`src/hdl/rpse_pkg.sv`:
```
// Types and constants shared by the row projection shift estimator.
package rpse_pkg;

  localparam int SIG_W        = 18;
  localparam int LUMA_W       = 8;
  localparam int NUM_W        = 18;
  localparam int W_RED        = 299;
  localparam int W_GREEN      = 587;
  localparam int W_BLUE       = 114;
  // luma = floor(num / 1000) = (num * ceil(2^28 / 1000)) >> 28, exact for num < 2^18
  localparam int LUMA_MUL     = 268436;
  localparam int LUMA_MUL_W   = 19;
  localparam int LUMA_SHIFT   = 28;
  localparam int LUMA_PROD_W  = NUM_W + LUMA_MUL_W;

  localparam int RANGE_W      = 10;
  localparam int SHIFT_W      = 11;
  localparam int SUM_OUT_W    = 28;
  localparam int ROWS_OUT_W   = 11;
  localparam int PDATA_W      = 32;
  localparam int PADDR_W      = 3;
  localparam int REG_IDX_W    = 1;

  localparam logic [SIG_W-1:0]      SIG_MAX      = '1;
  localparam logic [SUM_OUT_W-1:0]  SUM_OUT_MAX  = '1;
  localparam logic [ROWS_OUT_W-1:0] ROWS_OUT_MAX = '1;
  localparam logic [RANGE_W-1:0]    RANGE_RESET  = 10'd160;

  localparam logic [REG_IDX_W-1:0] REG_SEARCH_RANGE = 1'b0;

  typedef enum logic [2:0] {
    ST_IDLE,
    ST_SETUP,
    ST_SCAN,
    ST_MUL_A,
    ST_MUL_B,
    ST_CMP,
    ST_DONE
  } state_t;

  typedef struct packed {
    logic ref_we;
    logic smp_we;
  } row_wr_t;

endpackage

```
`src/hdl/rpse_search.sv`:
```
// Shift search sequencer: one difference accumulator and one shared multiplier.
module rpse_search #(
  parameter int MAX_ROWS = 1024
) (
  input  logic                                     clk,
  input  logic                                     rst,
  input  logic                                     start,
  input  logic [$clog2(MAX_ROWS+1)-1:0]            ref_h,
  input  logic [$clog2(MAX_ROWS+1)-1:0]            smp_h,
  input  logic [rpse_pkg::RANGE_W-1:0]             search_range,
  output logic [$clog2(MAX_ROWS)-1:0]              ref_addr,
  output logic [$clog2(MAX_ROWS)-1:0]              smp_addr,
  input  logic [rpse_pkg::SIG_W-1:0]               ref_q,
  input  logic [rpse_pkg::SIG_W-1:0]               smp_q,
  output logic                                     busy,
  output logic                                     res_valid,
  input  logic                                     res_stall,
  output logic signed [rpse_pkg::SHIFT_W-1:0]      best_shift,
  output logic [rpse_pkg::SUM_OUT_W-1:0]           best_sum,
  output logic [rpse_pkg::ROWS_OUT_W-1:0]          best_rows
);

  localparam int AW     = $clog2(MAX_ROWS);
  localparam int CW     = $clog2(MAX_ROWS + 1);
  localparam int SUM_W  = rpse_pkg::SIG_W + AW;
  localparam int SW     = ((CW > rpse_pkg::SHIFT_W) ? CW : rpse_pkg::SHIFT_W) + 2;
  localparam int PW     = SUM_W + CW;
  localparam int SUMX_W = (SUM_W > rpse_pkg::SUM_OUT_W) ? SUM_W : rpse_pkg::SUM_OUT_W;
  localparam int ROWX_W = (CW > rpse_pkg::ROWS_OUT_W) ? CW : rpse_pkg::ROWS_OUT_W;
  localparam logic signed [SW-1:0] ONE_S = SW'(1);

  rpse_pkg::state_t state, state_next;

  logic signed [SW-1:0]        s;
  logic signed [SW-1:0]        y;
  logic signed [SW-1:0]        y_end;
  logic signed [SW-1:0]        ys;
  logic signed [SW-1:0]        range_s;
  logic signed [SW-1:0]        ref_hs;
  logic signed [SW-1:0]        smp_hs;
  logic signed [SW-1:0]        lo;
  logic signed [SW-1:0]        hi;
  logic signed [SW-1:0]        hi_smp;
  logic                        overlap;
  logic                        scan_more;
  logic                        last_shift;
  logic [CW-1:0]               n;
  logic [SUM_W-1:0]            sum;
  logic                        rd_v;
  logic [rpse_pkg::SIG_W-1:0]  absd;
  logic [SUM_W-1:0]            mul_x;
  logic [CW-1:0]               mul_y;
  logic [PW-1:0]               mul_p;
  logic [PW-1:0]               prod_a;
  logic [PW-1:0]               prod_b;
  logic                        found;
  logic signed [SW-1:0]        best_s;
  logic [SUM_W-1:0]            best_sum_r;
  logic [CW-1:0]               best_n;
  logic [SUMX_W-1:0]           sum_x;
  logic [ROWX_W-1:0]           rows_x;
  logic                        load;

  assign range_s    = $signed(SW'(search_range));
  assign ref_hs     = $signed(SW'(ref_h));
  assign smp_hs     = $signed(SW'(smp_h));
  // overlap of reference rows [0, ref_h) with sample rows shifted by s
  assign lo         = s[SW-1] ? -s : '0;
  assign hi_smp     = smp_hs - s;
  assign hi         = (ref_hs < hi_smp) ? ref_hs : hi_smp;
  assign overlap    = hi > lo;
  assign scan_more  = y < y_end;
  assign last_shift = s == range_s;

  assign ys       = y + s;
  assign ref_addr = y[AW-1:0];
  assign smp_addr = ys[AW-1:0];
  assign absd     = (ref_q >= smp_q) ? ref_q - smp_q : smp_q - ref_q;

  // one multiplier serves both sides of the cross-multiplied mean compare
  assign mul_x = (state == rpse_pkg::ST_MUL_A) ? sum : best_sum_r;
  assign mul_y = (state == rpse_pkg::ST_MUL_A) ? best_n : n;
  assign mul_p = PW'(mul_x) * PW'(mul_y);

  assign sum_x  = SUMX_W'(best_sum_r);
  assign rows_x = ROWX_W'(best_n);
  assign busy   = state != rpse_pkg::ST_IDLE;
  assign load   = (state == rpse_pkg::ST_DONE) && (!res_valid || !res_stall);

  always_comb begin
    state_next = state;
    unique case (state)
      rpse_pkg::ST_IDLE: begin
        if (start) state_next = rpse_pkg::ST_SETUP;
      end
      rpse_pkg::ST_SETUP: begin
        if (overlap) begin
          state_next = rpse_pkg::ST_SCAN;
        end else if (last_shift) begin
          state_next = rpse_pkg::ST_DONE;
        end
      end
      rpse_pkg::ST_SCAN: begin
        if (!scan_more) state_next = rpse_pkg::ST_MUL_A;
      end
      rpse_pkg::ST_MUL_A: state_next = rpse_pkg::ST_MUL_B;
      rpse_pkg::ST_MUL_B: state_next = rpse_pkg::ST_CMP;
      rpse_pkg::ST_CMP: begin
        state_next = last_shift ? rpse_pkg::ST_DONE : rpse_pkg::ST_SETUP;
      end
      rpse_pkg::ST_DONE: begin
        if (load) state_next = rpse_pkg::ST_IDLE;
      end
      default: state_next = rpse_pkg::ST_IDLE;
    endcase
  end

  always_ff @(posedge clk) begin
    if (rst) begin
      state <= rpse_pkg::ST_IDLE;
    end else begin
      state <= state_next;
    end
  end

  always_ff @(posedge clk) begin
    if (rst) begin
      rd_v      <= 1'b0;
      found     <= 1'b0;
      res_valid <= 1'b0;
    end else begin
      case (state)
        rpse_pkg::ST_IDLE: begin
          if (start) begin
            s          <= -range_s;
            found      <= 1'b0;
            best_s     <= '0;
            best_sum_r <= '0;
            best_n     <= '0;
          end
        end
        rpse_pkg::ST_SETUP: begin
          y     <= lo;
          y_end <= hi;
          n     <= CW'(hi - lo);
          sum   <= '0;
          rd_v  <= 1'b0;
          if (!overlap && !last_shift) begin
            s <= s + ONE_S;
          end
        end
        rpse_pkg::ST_SCAN: begin
          // read data is registered and lands in the cycle after its address
          rd_v <= scan_more;
          if (scan_more) begin
            y <= y + ONE_S;
          end
          if (rd_v) begin
            sum <= sum + SUM_W'(absd);
          end
        end
        rpse_pkg::ST_MUL_A: prod_a <= mul_p;
        rpse_pkg::ST_MUL_B: prod_b <= mul_p;
        rpse_pkg::ST_CMP: begin
          // strict less-than keeps the earliest, most negative shift on ties
          if (!found || prod_a < prod_b) begin
            found      <= 1'b1;
            best_s     <= s;
            best_sum_r <= sum;
            best_n     <= n;
          end
          if (!last_shift) begin
            s <= s + ONE_S;
          end
        end
        default: begin
        end
      endcase

      if (load) begin
        res_valid  <= 1'b1;
        best_shift <= $signed(best_s[rpse_pkg::SHIFT_W-1:0]);
        best_sum   <= (sum_x > SUMX_W'(rpse_pkg::SUM_OUT_MAX))
                      ? rpse_pkg::SUM_OUT_MAX : sum_x[rpse_pkg::SUM_OUT_W-1:0];
        best_rows  <= (rows_x > ROWX_W'(rpse_pkg::ROWS_OUT_MAX))
                      ? rpse_pkg::ROWS_OUT_MAX : rows_x[rpse_pkg::ROWS_OUT_W-1:0];
      end else if (res_valid && !res_stall) begin
        res_valid <= 1'b0;
      end
    end
  end

endmodule

```
`config.mk`:
```
export PLATFORM = sky130hd
export DESIGN_NAME = rpse_search
export DESIGN_NICKNAME = d
export VERILOG_FILES = /design/src/hdl/rpse_pkg.sv /design/src/hdl/rpse_search.sv
export SDC_FILE = /design/constraint.sdc
export NUM_CORES = 1
export LEC_CHECK = 0
export BUFFER_PORTS_ARGS = -buffer_cell sky130_fd_sc_hd__buf_2
export CORE_ASPECT_RATIO = 1.1
export CORE_MARGIN = 5
export CORE_UTILIZATION = 66
export DETAILED_ROUTE_END_ITERATION = 10
export PLACE_DENSITY = 0.85
export SYNTH_ARGS = -nofsm -noshare
export SYNTH_HDL_FRONTEND = slang
export SYNTH_SLANG_ARGS = --single-unit
```
`constraint.sdc`:
```
create_clock -name clk -period 19.2 [get_ports clk]
set_clock_uncertainty 0.15 [all_clocks]
set_input_delay 0.96 -clock clk [delete_from_list [all_inputs] [get_ports clk]]
set_output_delay 0.96 -clock clk [all_outputs]
set_load 0.05 [all_outputs]
```
### Word level (Yosys, flattened, before mapping)

Index checks and enable logic that the tools add are counted.

* add/subtract/negate cells: 10
* $mul: 1
* magnitude comparators: 7
* eq/ne operators: 16
* multiplexer cells: 35
* bitwise gates (word level): 1
* reduce and logical (&&, ||, !) cells: 26

Operators with widths (count)
* $mux W28: 4
* $pmux W28 S2: 2
* $mux W13: 6
* $mux W11: 5
* $pmux W11 S2: 2
* $lt A39 B39 Y1: 1
* $mul A28 B11 Y39: 1
* $pmux W13 S3: 1
* $sub A18 B18 Y18: 2
* $add A28 B18 Y28: 1
* $gt A28 B28 Y1 const B: 1
* $add A13 B2 Y13 const B: 2
* $pmux W13 S2: 1
* $pmux W3 S7: 1
* $ge A18 B18 Y1: 1
* $mux W18: 1
* $mux W3: 6
* $ne A2 B2 Y1 const B: 8
* $eq A13 B11 Y1: 1
* $gt A13 B13 Y1: 1
* $lt A12 B13 Y1: 1
* $lt A13 B13 Y1: 1
* $neg A10 Y13: 1
* $neg A13 Y13: 1
* other kinds (21): 44

* register bits after elaboration: 262
* bits of input ports: 72
* output and inout bits: 72
* word-level logic and storage cells: 113

### Depth between registers and ports, before layout

* word-level depth: 8
* depth in mapped cells: 33
* gate-level depth less buffers: 32

### Worst setup path before layout

No wires, ideal clock.

* kind: input port to flip-flop
* from: input smp_h[1]
* to: register s[0] (enable)
* library setup time: 0.387 ns
* arrival: 7.013 ns
* slack: 11.650 ns
* stages on the path: 29
* buffers on the path: 1
* path through: ha_1 -> nor2b_1 -> o31a_1 -> o21a_1 -> nor2_1 -> o21bai_1 -> a21oi_1 -> xor2_1 -> ha_1 -> or3_1 -> o32ai_1 -> nor2_1 -> maj3_1 -> a21o_1 -> maj3_2 -> nand3b_1 -> ha_1 -> clkbuf_1 -> o21ai_0 -> ha_1 -> nor2b_1 -> o21ai_0 -> a21boi_0 -> o21ai_0 -> a21oi_1 -> or3_1 -> nand2_1 -> o311ai_0 -> a21oi_1

* longest elaborated chain between the ends: 8

RTL lines
* from (decl): line rpse_search.sv:9 `input logic [$clog2(MAX_ROWS+1)-1:0] smp_h,`
* $sub A12 B13 Y13 (*): line rpse_search.sv:69 `assign hi_smp = smp_hs - s;`
* $lt A12 B13 Y1: line rpse_search.sv:70 `assign hi = (ref_hs < hi_smp) ? ref_hs : hi_smp;`
* $mux W13 (*): line rpse_search.sv:70
* via hi[1]: line rpse_search.sv:42 `logic signed [SW-1:0] hi;`
* $gt A13 B13 Y1 (*): line rpse_search.sv:71 `assign overlap = hi > lo;`
* $logic_not A1 Y1 (*): line rpse_search.sv:148 `if (!overlap && !last_shift) begin`
* $logic_and A1 B1 Y1 (*): line rpse_search.sv:148
* $ne A2 B2 Y1 (no line) (*)
* $reduce_and A5 Y1 (no line) (*)
* to (signal assigned): line rpse_search.sv:135 `s <= -range_s;`
* to (signal assigned): line rpse_search.sv:149 `s <= s + ONE_S;`
* to (signal assigned): line rpse_search.sv:173 `s <= s + ONE_S;`
* to (decl): line rpse_search.sv:34 `logic signed [SW-1:0] s;`

The timed path passes the listed nets; every way through them passes the cells marked *.
A chain may end at the register's enable or synchronous reset.

### Final worst setup path

* from: register s[1]
* to: register s[10] (enable)

* longest elaborated chain between the ends: 8
* elaborated cells between the ends (all ways): 13

RTL lines (line)
* $sub A12 B13 Y13 (*): rpse_search.sv:69
* $lt A12 B13 Y1: rpse_search.sv:70
* $mux W13 (*): rpse_search.sv:70
* via hi[1]: rpse_search.sv:42
* $gt A13 B13 Y1 (*): rpse_search.sv:71
* $logic_not A1 Y1 (*): rpse_search.sv:148
* $logic_and A1 B1 Y1 (*): rpse_search.sv:148
* $ne A2 B2 Y1 (no line) (*)
* $reduce_and A5 Y1 (no line) (*)

Marked as above.

==> out/results.tsv <==
stage	metric	value	unit
yosys	count leader, synth	inv_1	
setup_path	most used cell, CP	ha_1	
yosys	Synth cell types	81	
setup_path	Critical Path Source Type	register	
route	routed vias	19000	
cells_and_area	antenna cells	0	
route	initial drt markers	1576	
yosys	Most used DFF post-synth	edfxtp_1	
timing	worst slew pin tran	1.24	ns
clock_tree	post-cts resize count	0	
yosys	Cells after Synth	2602	
floorplan	core footprint	38100	µm²
floorplan	Die Area	42600	µm²
clock_tree	H-tree levels	1	
timing	setup TNS	0	ns
yosys	Yosys reg bits	262	
setup_path	crit path kind	register to register	
yosys	post-synthesis mux area share	3.27	%
clock_tree	Setup Buffers After CTS	0	
timing	Fin. Hold Viols	0	
placement	DP HPWL	48500	µm
outcome	status	finished clean	
global_route	vias in the first global route	19300	
yosys	Synth Area in Compound Gates	10.4	%
placement	routability cong.	0.987	
yosys	synth cell count leaders	inv_1, nand2_1, edfxtp_1	
timing	setup ws final	11.10	ns
yosys	syn nets	3138	
worst_hold_path	HP Class	register to register	
setup_path	crit-path max cell delay	0.65	ns
yosys	sequential share of the synthesized area	30.7	%
timing	Final Max Tran Viols	0	
cells_and_area	Area Overhead vs Synth	6.74	%
setup_path	maximum fanout along the worst path	22	
floorplan	Die X	197	µm
setup_path	crit path DAT	8.22	ns
timing	RSZ-0062 raised after global routing	no	
floorplan	Core Rows	75	
yosys	main combinational cell family by area after synthesis	adder cells	
yosys	area share of fa/ha/maj cells after synthesis	29.9	%
clock_tree	clock latency at the later pin of the worst-skew pair	0.57	ns
clock_tree	Max clock buf depth	3	
timing	final setup vio count	0	
floorplan	Die Height	216	µm
timing	Tmin final	8.10	ns
global_route	grt ovf	0	
global_route	largest net degree at the start of global routing	61	
route	drt first pass iters	7	
route	DRC Markers	0	
placement	Port Buffers	143	
clock_tree	root buffer cell	clkbuf_16	
setup_path	CP bufs+invs	2	
setup_path	r2r setup slk	11.10	ns
job	Max Cap Viol	0	
timing	Tcrit/Tclk final	42.2	%
clock_tree	Inserted Clock Buffers	26	
global_route	Total Routing Usage GR	28.5	%
route	vias per cell	5.99	
cells_and_area	share of layout cells above drive strength 1	10.2	%
setup_path	Worst Path Required	19.31	ns
floorplan	Ports	144	
route	WL per Instance	19.0	µm
route	post-route ant nets	0	
setup_path	CP max stage cell	edfxtp_1	
timing	Slew HR	14.9	%
route	final WL	60500	µm
clock_tree	CTS tree	yes	
yosys	Synth Area in XOR/XNOR	4.34	%
setup_path	crit end category	register	
global_route	first-pass GRT wire length	97900	µm
yosys	number of flops mapped to enable cells by yosys	256	
setup_path	Top delay family on crit path	compound AO/OA/AOI/OAI gates	
clock_tree	Worst-path clk slew	0.06	ns
yosys	area leader, netlist	edfxtp_1	
placement	Post-Place Setup Slack	11.23	ns
yosys	most area-consuming cells after synthesis	edfxtp_1, fa_1, ha_1, inv_1, nand2_1	
floorplan	initial core utilization	66.8	%
yosys	FFs w/ async S/R, synth	0	%
yosys	Ys Warns	0	
yosys	Synth Area in Simple Gates	13.6	%
timing	Max Clk Rate	123	MHz
clock_tree	clock sink count	262	
yosys	Yosys top cell area share	30.2	%
clock_tree	hold_buf cts	0	
global_route	initial antenna violation count	1	
yosys	mapped cell area	25400	µm²
cells_and_area	Layout Nets	3194	
yosys	mean post-synth cell area	9.78	µm²
[cell families after synthesis]
kind of cell             after synthesis
multiplexers                          78
AND/OR/NAND/NOR                      757
adder cells (fa/ha/maj)              466
AO/OA/AOI/OAI                        400
XOR/XNOR                             126
buffers and inverters                513
flip-flops                           262
[cells in the final DEF, fill, tap and decap left out, drive strengths merged, types with 8 or more instances in the layout]
cell type and instances:
o21a 21, fa 239, and2 22, mux2i 37
clkinv 15, o21bai 21, nor3 27, nand2 284
xor2 31, nor2b 19, nor4 11, buf 156
and3 58, inv 386, o31ai 8, nor2 213
a21oi 128, o21ai 80, edfxtp 256, a31oi 12
clkbuf 29, or3 13, ha 225, nand3 51
nand4 17, mux2 41, a211oi 19, nand2b 17
xnor2 95, a21o 56
[per-layer routing]
layer  global-route usage (%)  share of wire, %  vias up
li1                         -                 -     8809
met1                     36.3                39     9150
met2                     48.8                49      900
met3                     4.91               8.2      181
met4                     10.7               4.3        0
met5                        0                 0        -
[sequential cells by signal, summed over array words and instances (netlist names)]
register	flops
y_end	13
found	1
best_rows	11
best_sum_r	28
s	13
res_valid	1
rd_v	1
best_s	11
prod_a	39
best_sum	28
best_shift	11
state	3
prod_b	39
n	11
sum	28
y	13
best_n	11
[path summary, 6_finish.rpt]
| check | end | depth (start not counted) | start |
|---|---|---|---|
| max | s[10] | 30 | s[1] |
| min | best_shift[10] | 0 | best_s[10] |
| max reg2reg | s[10] | 30 | s[1] |
| min reg2reg | best_shift[10] | 0 | best_s[10] |
[through the flow]
stage	util [%]	area (µm²)	cells	hold WS, ns
6_report	71.3	27200	3176	0.267
5_1_grt	71.3	27200	3176	0.279
4_1_cts	71.3	27200	3176	0.269
3_5_place_dp	69.3	26400	3130	0.255
3_3_place_gp	69.3	26400	3130	0.253
2_1_floorplan	-	25400	2602	0.250
[layout make-up]
class                           count  area [µm²]
Multi-Input combinational cell   1827       15700
Fill cell                        2818       10900
Sequential cell                   262        7810
Inverter                          385        1450
Timing Repair Buffer              156         813
Clock buffer                       29         662
Tap cell                          500         626
Clock inverter                     17         104
Power is left out: the tool's default activity adds up to more than one toggle a clock period on the data nets, which glitch-free logic cannot reach.
