File: config.mk
export PLATFORM = sky130hd
export DESIGN_NAME = rpse_front
export DESIGN_NICKNAME = d
export VERILOG_FILES = /design/src/hdl/rpse_pkg.sv /design/src/hdl/rpse_front.sv
export SDC_FILE = /design/constraint.sdc
export NUM_CORES = 1
export LEC_CHECK = 0
export ABC_AREA = 1
export BUFFER_PORTS_ARGS = -buffer_cell sky130_fd_sc_hd__buf_2
export CAP_MARGIN = 10
export CORE_MARGIN = 1.5
export CORE_UTILIZATION = 50
export DETAILED_ROUTE_END_ITERATION = 6
export PLACE_DENSITY = 0.66
export SLEW_MARGIN = 20
export SYNTH_ARGS = -nofsm -noshare
export SYNTH_HDL_FRONTEND = slang
export SYNTH_SLANG_ARGS = --single-unit
File: constraint.sdc
create_clock -name clk -period 8.9 [get_ports clk]
set_clock_uncertainty 0.2 [all_clocks]
set_input_delay 0.445 -clock clk [delete_from_list [all_inputs] [get_ports clk]]
set_output_delay 0.445 -clock clk [all_outputs]
set_load 0.02 [all_outputs]
File: src/hdl/rpse_pkg.sv
// Types and constants shared by the row projection shift estimator.
package rpse_pkg;

  localparam int SIG_W        = 18;
  localparam int LUMA_W       = 8;
  localparam int NUM_W        = 18;
  localparam int W_RED        = 299;
  localparam int W_GREEN      = 587;
  localparam int W_BLUE       = 114;
  // luma = floor(num / 1000) = (num * ceil(2^28 / 1000)) >> 28, exact for num < 2^18
  localparam int LUMA_MUL     = 268436;
  localparam int LUMA_MUL_W   = 19;
  localparam int LUMA_SHIFT   = 28;
  localparam int LUMA_PROD_W  = NUM_W + LUMA_MUL_W;

  localparam int RANGE_W      = 10;
  localparam int SHIFT_W      = 11;
  localparam int SUM_OUT_W    = 28;
  localparam int ROWS_OUT_W   = 11;
  localparam int PDATA_W      = 32;
  localparam int PADDR_W      = 3;
  localparam int REG_IDX_W    = 1;

  localparam logic [SIG_W-1:0]      SIG_MAX      = '1;
  localparam logic [SUM_OUT_W-1:0]  SUM_OUT_MAX  = '1;
  localparam logic [ROWS_OUT_W-1:0] ROWS_OUT_MAX = '1;
  localparam logic [RANGE_W-1:0]    RANGE_RESET  = 10'd160;

  localparam logic [REG_IDX_W-1:0] REG_SEARCH_RANGE = 1'b0;

  typedef enum logic [2:0] {
    ST_IDLE,
    ST_SETUP,
    ST_SCAN,
    ST_MUL_A,
    ST_MUL_B,
    ST_CMP,
    ST_DONE
  } state_t;

  typedef struct packed {
    logic ref_we;
    logic smp_we;
  } row_wr_t;

endpackage

File: src/hdl/rpse_front.sv
// Pixel path: luma pipeline, row signature accumulation and row store writes.
module rpse_front #(
  parameter int MAX_ROWS = 1024
) (
  input  logic                              clk,
  input  logic                              rst,
  input  logic                              pix_valid,
  output logic                              pix_stall,
  input  logic                              func,
  input  logic [7:0]                        red,
  input  logic [7:0]                        green,
  input  logic [7:0]                        blue,
  input  logic                              end_of_row,
  input  logic                              end_of_frame,
  input  logic                              search_busy,
  output rpse_pkg::row_wr_t                 wr,
  output logic [$clog2(MAX_ROWS)-1:0]       wr_addr,
  output logic [rpse_pkg::SIG_W-1:0]        wr_data,
  output logic                              start,
  output logic [$clog2(MAX_ROWS+1)-1:0]     ref_h,
  output logic [$clog2(MAX_ROWS+1)-1:0]     smp_h
);

  localparam int AW = $clog2(MAX_ROWS);
  localparam int CW = $clog2(MAX_ROWS + 1);
  localparam int NW = rpse_pkg::NUM_W;
  localparam int PW = rpse_pkg::LUMA_PROD_W;

  logic                           accept;
  logic [NW-1:0]                  num_next;
  logic                           a_v;
  logic [NW-1:0]                  a_num;
  logic                           a_func;
  logic                           a_eor;
  logic                           a_eof;
  logic [PW-1:0]                  prod;
  logic                           b_v;
  logic [rpse_pkg::LUMA_W-1:0]    b_luma;
  logic                           b_func;
  logic                           b_eor;
  logic                           b_eof;
  logic [rpse_pkg::SIG_W-1:0]     acc;
  logic [rpse_pkg::SIG_W:0]       acc_sum;
  logic [rpse_pkg::SIG_W-1:0]     acc_sat;
  logic [CW-1:0]                  row_cnt;
  logic [CW-1:0]                  cnt_after;
  logic                           row_end;
  logic                           room;

  // hold input while a sample frame end is in flight or the search runs
  assign pix_stall = search_busy | start | (a_v & a_func & a_eof) | (b_v & b_func & b_eof);
  assign accept    = pix_valid & ~pix_stall;

  assign num_next = NW'(red) * NW'(rpse_pkg::W_RED)
                  + NW'(green) * NW'(rpse_pkg::W_GREEN)
                  + NW'(blue) * NW'(rpse_pkg::W_BLUE);

  assign prod = PW'(a_num) * PW'(rpse_pkg::LUMA_MUL);

  assign acc_sum   = {1'b0, acc} + (rpse_pkg::SIG_W + 1)'(b_luma);
  assign acc_sat   = acc_sum[rpse_pkg::SIG_W] ? rpse_pkg::SIG_MAX
                                              : acc_sum[rpse_pkg::SIG_W-1:0];
  assign row_end   = b_eor | b_eof;
  assign room      = row_cnt < CW'(MAX_ROWS);
  assign cnt_after = (row_end && room) ? row_cnt + CW'(1) : row_cnt;

  assign wr.ref_we = b_v & row_end & room & ~b_func;
  assign wr.smp_we = b_v & row_end & room & b_func;
  assign wr_addr   = row_cnt[AW-1:0];
  assign wr_data   = acc_sat;

  always_ff @(posedge clk) begin
    if (rst) begin
      a_v     <= 1'b0;
      b_v     <= 1'b0;
      acc     <= '0;
      row_cnt <= '0;
      ref_h   <= '0;
      smp_h   <= '0;
      start   <= 1'b0;
    end else begin
      a_v    <= accept;
      a_num  <= num_next;
      a_func <= func;
      a_eor  <= end_of_row;
      a_eof  <= end_of_frame;

      b_v    <= a_v;
      b_luma <= prod[rpse_pkg::LUMA_SHIFT +: rpse_pkg::LUMA_W];
      b_func <= a_func;
      b_eor  <= a_eor;
      b_eof  <= a_eof;

      start <= b_v & b_eof & b_func;
      if (b_v) begin
        acc     <= row_end ? '0 : acc_sat;
        row_cnt <= b_eof ? '0 : cnt_after;
        if (b_eof && !b_func) begin
          ref_h <= cnt_after;
        end
        if (b_eof && b_func) begin
          smp_h <= cnt_after;
        end
      end
    end
  end

endmodule

; Word-level counts from Yosys, hierarchy flattened
; Cells that the tools add are included.
[op_classes]
add_sub_neg = 4
multipliers = 4
magnitude_cmp = 1
mux = 4
n_bitwise = 17
n_reduce_logical = 6
[op_table]
columns = cell, count
row1 = 18-bit 2-to-1 mux, 2
row2 = "18-bit by 17-bit multiplier with 34-bit output, second input constant", 1
row3 = 11-bit 2-to-1 mux, 2
row4 = 18-bit by 8-bit adder with 19-bit output, 1
row5 = 17-bit by 18-bit adder with 18-bit output, 1
row6 = 18-bit by 15-bit adder with 18-bit output, 1
row7 = "8-bit by 10-bit multiplier with 18-bit output, second input constant", 1
row8 = "8-bit by 9-bit multiplier with 17-bit output, second input constant", 1
row9 = "8-bit by 6-bit multiplier with 14-bit output, second input constant", 1
row10 = "11-bit by 1-bit adder with 11-bit output, second input constant", 1
row11 = 1-bit AND, 11
row12 = "11-bit less-than comparator, second input constant", 1
row13 = 1-bit OR, 4
row14 = 2-bit AND reduction, 2
row15 = 1-bit logical AND, 3
row16 = 1-bit NOT, 2
row17 = 1-bit logical NOT, 1
[word_totals]
reg_bits = 86
input_bits = 31
out_inout_bits = 54

; Longest topological paths before layout
; Gate-level depths: netlist of the first run.
[depth]
ltp_word = 6
mapped_depth = 25
mapped_depth_nobuf = 25

; Worst setup path before layout of the first run
; OpenSTA, ideal clock, no wires.
[synth_timing]
path_type = input-to-reg
startpoint = input blue[0]
endpoint = register a_num[15] (data pin)
setup_ns = 0.262
arrival_ns = 5.323
path_slack_ns = 3.115
path_stages = 22
n_path_buf = 0
path_cell_list = fa_1 > inv_1 > fa_1 > inv_1 > ha_1 > ha_1 > inv_1 > fa_1 > xnor2_1 > ha_1 > fa_1 > inv_1 > fa_1 > fa_1 > inv_1 > ha_1 > a21oi_1 > o21ai_0 > nand2_1 > nand3_1 > a21oi_1 > xor2_1
[synth_via]
elab_chain_len = 2
[synth_lines]
columns = element, line
row1 = start: declaration, rpse_front.sv:12  ; input logic [7:0] blue,
row2 = 8-bit by 6-bit multiplier with 14-bit output, rpse_front.sv:56  ; + NW'(blue) * NW'(rpse_pkg::W_BLUE);
row3 = 18-bit by 15-bit adder with 18-bit output, rpse_front.sv:56
row4 = via num_next[15], rpse_front.sv:30  ; logic [NW-1:0] num_next;
row5 = end signal: assignment, rpse_front.sv:83  ; a_num <= num_next;
row6 = end: declaration, rpse_front.sv:32  ; logic [NW-1:0] a_num;
; The timed path passes the listed nets, and every way through them passes these cells.
; A chain may end at the register's enable or synchronous reset.

; Worst setup path in the final report of the first run
[layout_timing]
startpoint = input blue[1]
endpoint = register a_num[17] (data pin)
; The elaborated chain is that of the path after synthesis.

==> impl_metrics.json, run 1 <==
{
  "status": "finished, final reports clean",
  "count_of_maximum_capacitance_violations": 0,
  "die_width_um": 159,
  "place.detailed.hpwl_mm": 22.4,
  "netlist-cell-type-count": 41,
  "yosys_warnings": 0,
  "final-hold-violation-count": 0,
  "critPathMaxFanout": 4,
  "tightestPinTransition_ns": 1.02,
  "growth_of_design_area_from_synthesis_to_finish_pct": 8.23,
  "drt-pass1-iter-count": 5,
  "chipHeight_um": 159,
  "grt_pass1_vias": 9483,
  "initial_standard_cell_utilization_of_the_core_pct": 51.5,
  "ys_seq_elements": 86,
  "drtAntennaViolNets": 0,
  "gate_count_after_technology_mapping": 1474,
  "post_cts_resize_count": 0,
  "globalplace.congestion": 0.891,
  "design.final.nets": 1954,
  "yosys.area.top_type": "ha_1",
  "vias": 9361,
  "post-route-drc-count": 0,
  "multiInputGateArea_um2": 8670,
  "port-buffer-count": 84,
  "syn_area_um2": 12200,
  "achievable-frequency_ghz": 0.167,
  "wl_per_cell_um": 14.1,
  "count_of_flip_flops_with_a_built_in_enable_after_synthesis": 32,
  "wire_length_of_the_first_global_routing_pass_mm": 45.4,
  "fin_crit_sh_pct": 67.1,
  "clock_insertion_delay_worst_skew_ns": 0.35,
  "drt-total-wl_mm": 26.3,
  "tritoncts.num_buffers": 9,
  "grt_start_max_net_pins": 44,
  "slew_violations": 0,
  "critical_path.startpoint": "blue[1]",
  "drt_iter0_markers": 359,
  "syn-num-nets": 1880,
  "ys_async_sr_fraction_pct": 0,
  "finalSetupViolCount": 0,
  "worst_ep_arrival_time_ns": 5.86,
  "synthDominantCellAreaShare_pct": 26.3,
  "ioPinCount": 85,
  "cts_root_buffer": "clkbuf_16",
  "clk_pin_slew_ns": 0.08,
  "cts.path.max_buffers": 2,
  "hold_path_startpoint": "func",
  "clock_sinks": 86,
  "average_instance_area_after_synthesis_um2": 8.27,
  "floorplan.rows": 56,
  "core_area_um2": 23700,
  "synthFlopType": "dfxtp_1",
  "crit_type": "input pin to register",
  "seqCellArea_um2": 2040,
  "grt_use_total_pct": 22.0,
  "total_die_area_um2": 25300,
  "grt_antenna_before_repair": 0,
  "diodes_inserted": 0,
  "hold_path_class": "input pin to register",
  "post-route-util_pct": 55.7,
  "yosysSeqAreaShare_pct": 16.7,
  "timing.rr.start": "a_num[6]",
  "setup_tns_ns": 0,
  "synth.area.top_cells": "ha_1 26%, fa_1 20%, inv_1 11%, dfxtp_1 8.9%, edfxtp_1 7.9%",
  "htree_num_levels": 3,
  "nFillCells": 2252,
  "layout-drive-gt1-share_pct": 8.05,
  "worstSetupEndpointType": "register",
  "critPathLaunchType": "input pin",
  "post_drt_via_cell_ratio": 5.00,
  "required_ns": 8.79,
  "relative_max_transition_margin_pct": 31.5,
  "rsz_0062_raised_after_global_routing": "no",
  "final.min_clock_period_ns": 5.97,
  "cts_setup_buffers": 0,
  "tritoncts": "done",
  "post_cts_hold_buffer_count": 0,
  "grt-ovfl-total": 0
}
[logic make-up (layout without fill, tap and decap cells)]
kind of cell               after synthesis  after routing  synth area share (%)
and+or+nand+nor                        422            422                  15.1
buffers and inverters                  382            461                  12.1
adders and majority gates              375            375                  45.8
xor gates and xnor gates                34             34                  2.44
AOI/OAI and AO/OA                      175            175                  7.78
DFF                                     86             86                  16.7
[through the flow]
step	area, um2	hold slack (ns)	worst slack, ns	std cells
2_1_floorplan	12200	0.200	3.11	1474
3_3_place_gp	12900	0.225	2.66	1856
3_5_place_dp	12900	0.218	2.58	1856
4_1_cts	13200	0.0480	2.93	1872
5_1_grt	13200	0.0471	2.62	1872
6_report	13200	0.0607	2.93	1872
[worst max-delay path, cell delays in order]
cell	delay [ns]
buf_2	0.18
inv_1	0.09
fa_1	0.54
inv_1	0.05
fa_1	0.45
ha_1	0.31
inv_1	0.07
fa_1	0.48
xnor2_1	0.23
ha_1	0.29
fa_1	0.50
inv_1	0.05
fa_1	0.46
fa_1	0.54
inv_1	0.04
ha_1	0.34
a21oi_1	0.18
o21ai_0	0.11
nand2_1	0.07
nand3_1	0.15
a21oi_1	0.20
xor2_1	0.08
[flip-flops by register name, summed over array words and instances, names as in the netlist]
signal / count
acc: 18
a_func: 1
a_v: 1
b_luma: 8
row_cnt: 11
b_eof: 1
a_eor: 1
b_eor: 1
b_func: 1
start: 1
ref_h: 11
smp_h: 11
a_num: 18
a_eof: 1
b_v: 1
[Yosys cell counts, types with 4 or more instances]
library cell and count:
a21oi_1 97, buf_4 10, clkbuf_1 10, dfxtp_1 54, edfxtp_1 32, fa_1 119
ha_1 256, inv_1 357, nand2_1 242, nand2_2 8, nand3_1 49, nand3_2 7
nand4_1 9, nor2_1 72, nor3_1 13, nor4_1 5, o211ai_1 4, o21a_1 4
o21ai_0 49, o21bai_1 8, xnor2_1 8, xor2_1 26
[worst paths after layout]
kind,endpoint,slack [ns],cells after the start
setup / recovery,a_num[17],2.93,22
hold / removal,a_func,0.06,1
setup reg to reg,b_luma[4],3.91,16
hold reg to reg,b_v,0.23,2
[layout by cell type, fill, tap and decap left out, types with 3 or more instances in the layout]
cell type    n
nor2_1      71
inv_8        3
nand2_2      8
xor2_1      26
xnor2_1      8
o21a_1       4
dfxtp_1     54
a21boi_0     3
fa_1       119
nand3_1     49
buf_2       84
inv_1      356
nor3_1      13
nor2_4       3
a211oi_1     3
o21ai_0     49
o211ai_1     4
nand3_2      7
or2_1        3
o21bai_1     8
and2_1       3
nor4_1       5
ha_1       256
a21oi_1     97
clkbuf_16    9
nand2_1    242
nand4_1      9
edfxtp_1    32
a21o_1       3
[layout make-up]
cell class	count	area share, %
clock inverters	7	0.569
inverters	359	10.2
flip-flops and latches	86	15.5
well taps	319	3.02
multi-input cells	1006	65.7
clock buffers	9	1.71
repair buffers	86	3.30
[metal layers]
layer	up-vias	routed length, um	global-route usage (%)
met4	0	422	5.15
met1	4364	12400	28.5
met2	157	12800	39.2
li1	4812	-	-
met5	-	0	0
met3	28	702	2.45
Power of run 1 is left out: the tool's default activity adds up to more than one toggle a clock period on the data nets, which glitch-free logic cannot reach.
==> run 2: changes to the inputs <==
==> constraint.sdc (replaced) <==
create_clock -name clk -period 5.8 [get_ports clk]
set_clock_uncertainty 0.2 [all_clocks]
set_input_delay 0.29 -clock clk [delete_from_list [all_inputs] [get_ports clk]]
set_output_delay 0.29 -clock clk [all_outputs]
set_load 0.02 [all_outputs]
==> impl_metrics.json, run 2 (synthesis gave the netlist of run 1 again) <==
{
  "timing.hold.worst_endpoint": "a_v",
  "total_die_area_um2": 25300,
  "grt_start_max_net_pins": 44,
  "growth_of_design_area_from_synthesis_to_finish_pct": 9.62,
  "ff2ff_setup_slack_ns": 0.89,
  "diodes_inserted": 0,
  "min_delay_path_depth": 4,
  "drt-total-wl_mm": 25.5,
  "initial_standard_cell_utilization_of_the_core_pct": 51.5,
  "drt_iter0_markers": 256,
  "seqCellArea_um2": 2040,
  "grt_pass1_vias": 9331,
  "clock_sinks": 86,
  "tritoncts": "done",
  "worstSetupEndpointType": "register",
  "final.min_clock_period_ns": 5.52,
  "post_drt_via_cell_ratio": 4.91,
  "wire_length_of_the_first_global_routing_pass_mm": 43.8,
  "cp_slowest_stage_delay_ns": 0.54,
  "clock_insertion_delay_worst_skew_ns": 0.36,
  "finalSetupViolCount": 0,
  "timing.rr.start": "a_num[6]",
  "status": "finished, final reports clean",
  "reg2reg_to": "b_luma[4]",
  "grt_use_total_pct": 21.0,
  "ioPinCount": 85,
  "multiInputGateArea_um2": 8700,
  "fin_crit_sh_pct": 95.2,
  "place.detailed.hpwl_mm": 21.9,
  "layout-drive-gt1-share_pct": 9.23,
  "mostFrequentLayoutCell": "inv_1",
  "drt-pass1-iter-count": 4,
  "hold_path_class": "input pin to register",
  "grt-ovfl-total": 0,
  "critPathLaunchType": "input pin",
  "largestRegisters": "a_num (18), acc (18)",
  "cts_root_buffer": "clkbuf_16",
  "design.final.nets": 1972,
  "wl_per_cell_um": 13.5,
  "r2r.worst_path.cells": 16,
  "htree_num_levels": 3,
  "rsz_0062_raised_after_global_routing": "no",
  "worstPathCellList": "buf_2 -> fa_1 -> inv_1 -> fa_1 -> inv_1 -> ha_1 -> ha_1 -> inv_1 -> fa_2 -> xnor2_2 -> ha_1 -> fa_1 -> inv_1 -> fa_1 -> fa_1 -> inv_1 -> ha_1 -> a21oi_1 -> o21ai_0 -> nand2_1 -> nand3_2 -> a21oi_2 -> xor2_1",
  "relative_max_transition_margin_pct": 31.4,
  "drtAntennaViolNets": 0,
  "slew_violations": 0,
  "floorplan.rows": 56,
  "slowest_cell_on_the_critical_path": "fa_1",
  "final-hold-violation-count": 0,
  "post-route-drc-count": 0,
  "final_worst_setup_slack_ns": 0.277,
  "chipHeight_um": 159,
  "required_ns": 5.70,
  "grt_antenna_before_repair": 1,
  "tritoncts.num_buffers": 9,
  "most-common-layout-cells": "356 x inv_1, 255 x ha_1, 242 x nand2_1",
  "worst_ep_arrival_time_ns": 5.42,
  "core_area_um2": 23700,
  "achievable-frequency_ghz": 0.181,
  "tightestPinTransition_ns": 1.03,
  "cts.path.max_buffers": 2,
  "worst_setup_slack_before_clock_tree_synthesis_ns": -0.264,
  "port-buffer-count": 84,
  "critPathMaxFanout": 4,
  "hold_path_startpoint": "search_busy",
  "vias": 9272,
  "clk_pin_slew_ns": 0.08,
  "nFillCells": 2254,
  "crit_type": "input pin to register",
  "die_width_um": 159,
  "globalplace.congestion": 0.918,
  "count_of_maximum_capacitance_violations": 0
}
[run 2: cell types whose count changed in the layout (fill, tap and decap cells not counted), moves of 2 or more]
cell           change
a21oi_1            -2
a21oi_2            +2
dlygate4sd3_1      +4
buf_4             +14
[run 2: repair_timing]
item                                    4_1_cts  5_1_grt
hold endpoints to repair                      4        0
gates resized for setup                       0        7
endpoints found under the setup margin        0        6
hold buffers                                  4        0
buffers inserted                              0        0
[run 2: cell type report]
cell class	count	share of cell area (%)
Tap cell	319	2.99
Clock buffer	9	1.69
Clock inverter	7	0.552
Timing Repair Buffer	104	4.34
Sequential cell	86	15.3
Multi-Input combinational cell	1006	65.1
Inverter	359	10.1
[run 2: worst max-delay path by stage]
| stage | startpoint | endpoint | slack (ns) | cells past startpoint |
|---|---|---|---|---|
| 2_1_floorplan | blue[0] | a_num[15] | 0.17 | 22 |
| 3_5_place_dp | blue[0] | a_num[15] | -0.26 | 23 |
| 5_1_grt | blue[1] | a_num[16] | 0.003 | 27 |
| 6_report | blue[0] | a_num[15] | 0.28 | 23 |
| 4_1_cts | blue[0] | a_num[15] | 0.10 | 23 |
| 3_3_place_gp | blue[0] | a_num[17] | -0.21 | 23 |
[run 2: through the flow]
| step | hold WS (ns) | std cells | util (%) | cell area, um2 | TNS (ns) |
|---|---|---|---|---|---|
| after floorplan | 0.189 | 1474 | - | 12200 | 0 |
| after global placement | 0.217 | 1870 | 54.9 | 13000 | -0.686 |
| after detailed placement | 0.219 | 1870 | 54.9 | 13000 | -0.992 |
| after CTS | 0.0300 | 1890 | 56.3 | 13300 | 0 |
| after global routing | 0.0834 | 1890 | 56.4 | 13400 | 0 |
| final | 0.0368 | 1890 | 56.4 | 13400 | 0 |
[run 2: worst max-delay path, delay by kind of cell]
| kind | cells | cell delay (ns) |
|---|---|---|
| adders and majority gates | 10 | 3.90 |
| xor gates and xnor gates | 2 | 0.23 |
| and+or+nand+nor | 2 | 0.20 |
| buffers and inverters | 6 | 0.36 |
| AOI/OAI and AO/OA | 3 | 0.43 |
[run 2: layer usage]
metal,track usage [%],wire length (um),vias up
li1,-,-,4839
met1,27.2,12300,4329
met2,37.9,12500,82
met3,1.88,427,22
met4,4.76,295,0
met5,0,0,-
Power of run 2 is left out for the same reason.
